<file path="src/sv/clle_ram.sv">
module clle_ram #(
    parameter int WIDTH = 8,
    parameter int DEPTH = 256
) (
    input  logic                     clk,
    input  logic                     wr_en,
    input  logic [$clog2(DEPTH)-1:0] wr_addr,
    input  logic [WIDTH-1:0]         wr_data,
    input  logic [$clog2(DEPTH)-1:0] rd_addr,
    output logic [WIDTH-1:0]         rd_data
);

    logic [WIDTH-1:0] mem [DEPTH];
    logic [WIDTH-1:0] rd_data_reg;

    // Simple dual-port array: one write, one registered read per cycle.
    always_ff @(posedge clk)
    begin
        if (wr_en)
        begin
            mem[wr_addr] <= wr_data;
        end
        rd_data_reg <= mem[rd_addr];
    end

    assign rd_data = rd_data_reg;

endmodule

</file>
<file path="config.mk">
export PLATFORM = sky130hd
export DESIGN_NAME = clle_ram
export DESIGN_NICKNAME = d
export VERILOG_FILES = /design/src/sv/clle_ram.sv
export SDC_FILE = /design/constraint.sdc
export NUM_CORES = 2
export LEC_CHECK = 0
export CORE_ASPECT_RATIO = 1.5
export CORE_MARGIN = 3
export CORE_UTILIZATION = 49
export CTS_BUF_LIST = sky130_fd_sc_hd__clkbuf_16
export DETAILED_ROUTE_END_ITERATION = 16
export DONT_BUFFER_PORTS = 1
export PLACE_DENSITY_LB_ADDON = 0.15
export SLEW_MARGIN = 10
export SYNTH_ARGS = -nofsm -noshare
export SYNTH_HDL_FRONTEND = slang
export SYNTH_SLANG_ARGS = --single-unit
</file>
<file path="constraint.sdc">
create_clock -name clk -period 2.9 [get_ports clk]
set_input_delay 0.87 -clock clk [delete_from_list [all_inputs] [get_ports clk]]
set_output_delay 0.87 -clock clk [all_outputs]
set_load 0.05 [all_outputs]
</file>
==> impl_metrics.toml <==
[status]
status = "complete, but fails checks"
failed_checks = "max-slew violations, negative setup slack"

[placement]
hpwl_um = 115000
dp.cells = 6075
dpl_worst_slack_ns = -0.817
numPortBuffers = 0
postPlaceCellArea_mm2 = 0.0847
globalplace.congestion = 0.828

[detailed_routing]
first_pass_iters = 5
wl_per_cell_um = 30.7
vias_per_cell = 6.04
ant_nets = 0
drc = 0
num_vias = 38700
drt_first_iter_violations = 3890
routed_wl_um = 197000

[sta]
tns_ns = -2.47
clock.fmax_ghz = 0.304
finalHoldViolations = 0
slew_headroom_pct = -18.1
finalWorstSetupSlack_ns = -0.390
slew_viol_final = 184
whs_ns = 0.202
period_minus_slack_ns = 3.29
skew_ns = 0.0235
worst_pin_slew_ns = 1.77
period_share_pct = 113
rsz0062_at_grt = "no"
setup_viol = 8

[synthesis]
synthCells = 3733
ys_seq_area_share_pct = 77.5
yosysUniqueCellTypes = 55
syn-mean-instance-area_um2 = 21.3
synth.area.top_cells = "edfxtp_1 (77%), mux4_2 (13%), mux2i_1 (1.7%)"
synth_area_mm2 = 0.0796
yosysTopAreaCellShare_pct = 77.3
ys_warn_count = 0
synth_top_area_cell = "edfxtp_1"
mappedNetlistNets = 3759
synth_seq_cells = 2056

[global_route]
grt_pass1_vias = 40500
grt_use_total_pct = 23.8
grt.overflow.total = 0
antenna_found_initial = 4
grt_pass1_wl_um = 286000
grt_max_degree = 579

[critical_path]
slowest_delay_ns = 1.00
cpMostUsedCell = "mux4_2"
crit_path_end_kind = "flop"
slowest_stage = "mux4_2"
crit_type = "input pin to flop"
critPathBufInv = 0
arrival_ns = 3.96
startpoint_type = "input pin"
crit_fanout = 578
cp_top_family = "multiplexers"
worstPathRequired_ns = 3.57
path_cells = "mux4_2 -> mux4_2 -> nor2_1 -> a2111oi_0 -> nor3_2 -> nor4_2"

[finish]
fin_nets = 4193
syn2layout_area_growth_pct = 13.9
largest_reg_flops = 2048
design_area_mm2 = 0.0906
drive_gt1_share_pct = 28.2
fillers = 12100
finalNonFillerCells = 6416
final_util_pct = 56.4

[floorplanning]
core_mm2 = 0.161
die_y_um = 499
rows = 180
die_x_um = 335
dieArea_mm2 = 0.167
top_level_ports = 34
start_util_pct = 49.5

[worst_hold_path]
min_path_type = "input pin to flop"

[pwr]
p_total_mw = 58.9
clkPwrFrac_pct = 40.7
p_leak_nw = 28.9
p_per_area_mw_per_mm2 = 650
p_switching_mw = 11.6
ir_drop_mv = 0.563
p_comb_share_pct = 3.6
p_seq_share_pct = 55.8
p_int_mw = 47.3
swShare_pct = 19.7

[clocking]
cts_tree = "built"
clkSlewWorstSetupHoldPaths_ns = 0.06
cts.sinks = 2056
cts_buffers = 183
cts_root_buffer = "clkbuf_16"
cts_buffer_depth = 3
htree_levels = 4
clkLatencyLatePin_ns = 0.81

[job]
max_cap_viol_count = 0
path summary, 6_finish.rpt:
path / from / to / slack [ns] / depth (start not counted)
worst max-delay path: rd_addr[0] / rd_data[0] / -0.39 / 6
worst min-delay path: wr_data[7] / mem[51][7] / 0.20 / 0
worst max register to register: mem[87][0] / rd_data[0] / 0.44 / 6
worst min register to register: mem[19][2] / rd_data[2] / 1.10 / 6
power groups by stage:
| stage | Clock, mW | Combinational (mW) | Sequential, mW |
|---|---|---|---|
| floorplan | 0 | 1.59 | 33.5 |
| global placement | 0 | 2.06 | 33.5 |
| global route | 25.5 | 2.15 | 32.9 |
| detailed placement | 0 | 2.07 | 33.5 |
| finish | 24.0 | 2.09 | 32.9 |
| CTS | 24.4 | 2.07 | 32.9 |
kinds of logic after synthesis:
| kind of cell | count (synthesis) | synth area share [%] |
|---|---|---|
| compound gates | 385 | 3.42 |
| mux | 591 | 14.6 |
| flops | 2056 | 77.5 |
| buf+inv | 235 | 1.83 |
| simple gates | 466 | 2.63 |
placed cells by master, fill, tap and decap left out, types with 44 or more instances in the layout:
master / Yosys / layout
a21oi_1: 96 / 96
a22oi_1: 133 / 133
buf_4: 27 / 461
clkbuf_16: 0 / 190
clkinv_1: 1 / 44
edfxtp_1: 2048 / 2048
inv_1: 1 / 48
mux2i_1: 134 / 134
mux4_2: 454 / 454
nor2_1: 282 / 279
o221ai_1: 46 / 46
cells in the mapped netlist, drive strengths merged:
cell,n
mux2,1
a21boi,1
nand4,10
and3b,2
or3b,1
a2111oi,5
o311ai,1
mux4,456
mux2i,134
a211oi,16
nor4,27
o221ai,47
buf,122
nand3,34
o22a,5
o211ai,10
clkinv,1
a21oi,96
o32ai,5
nor3,22
o21ai,12
nor3b,1
a311oi,2
nor2,282
nand3b,2
a22o,8
or2b,1
clkbuf,111
edfxtp,2048
a31oi,2
dfxtp,8
nand2,33
and3,1
nand2b,8
a22oi,133
nor4b,1
inv,1
and2,6
o22ai,28
a221oi,14
nor2b,31
or2,4
routing by layer:
layer / up-vias / GRT usage, % / wire, um
li1: 16600 / - / -
met1: 20700 / 29.6 / 73300
met2: 1156 / 42.7 / 106000
met3: 269 / 3.61 / 10900
met4: 0 / 8.01 / 6360
met5: - / 0 / 0
worst reg2reg max path: stages (launching register included):
cell,delay (ns)
edfxtp_1,0.36
mux4_2,0.49
mux4_2,0.51
nor2b_1,0.16
nor4_2,0.57
buf_12,0.19
nor4_2,0.04
timing repair:
item,CTS,global route
endpoints found under the setup margin,0,5
hold buffers,0,0
resized for setup,0,6
setup buffers,0,0
final cells by class:
class	instances	area (um2)	area share, %
Timing Repair Buffer	482	3880	4.28
Inverter	2	7.51	0.00828
Antenna cell	1	2.50	0.00276
Clock inverter	150	1150	1.27
Tap cell	2093	2620	2.89
Clock buffer	190	4750	5.25
Multi-Input combinational cell	1442	16600	18.3
Sequential cell	2056	61700	68.0
(Power assumes the default switching activity.)
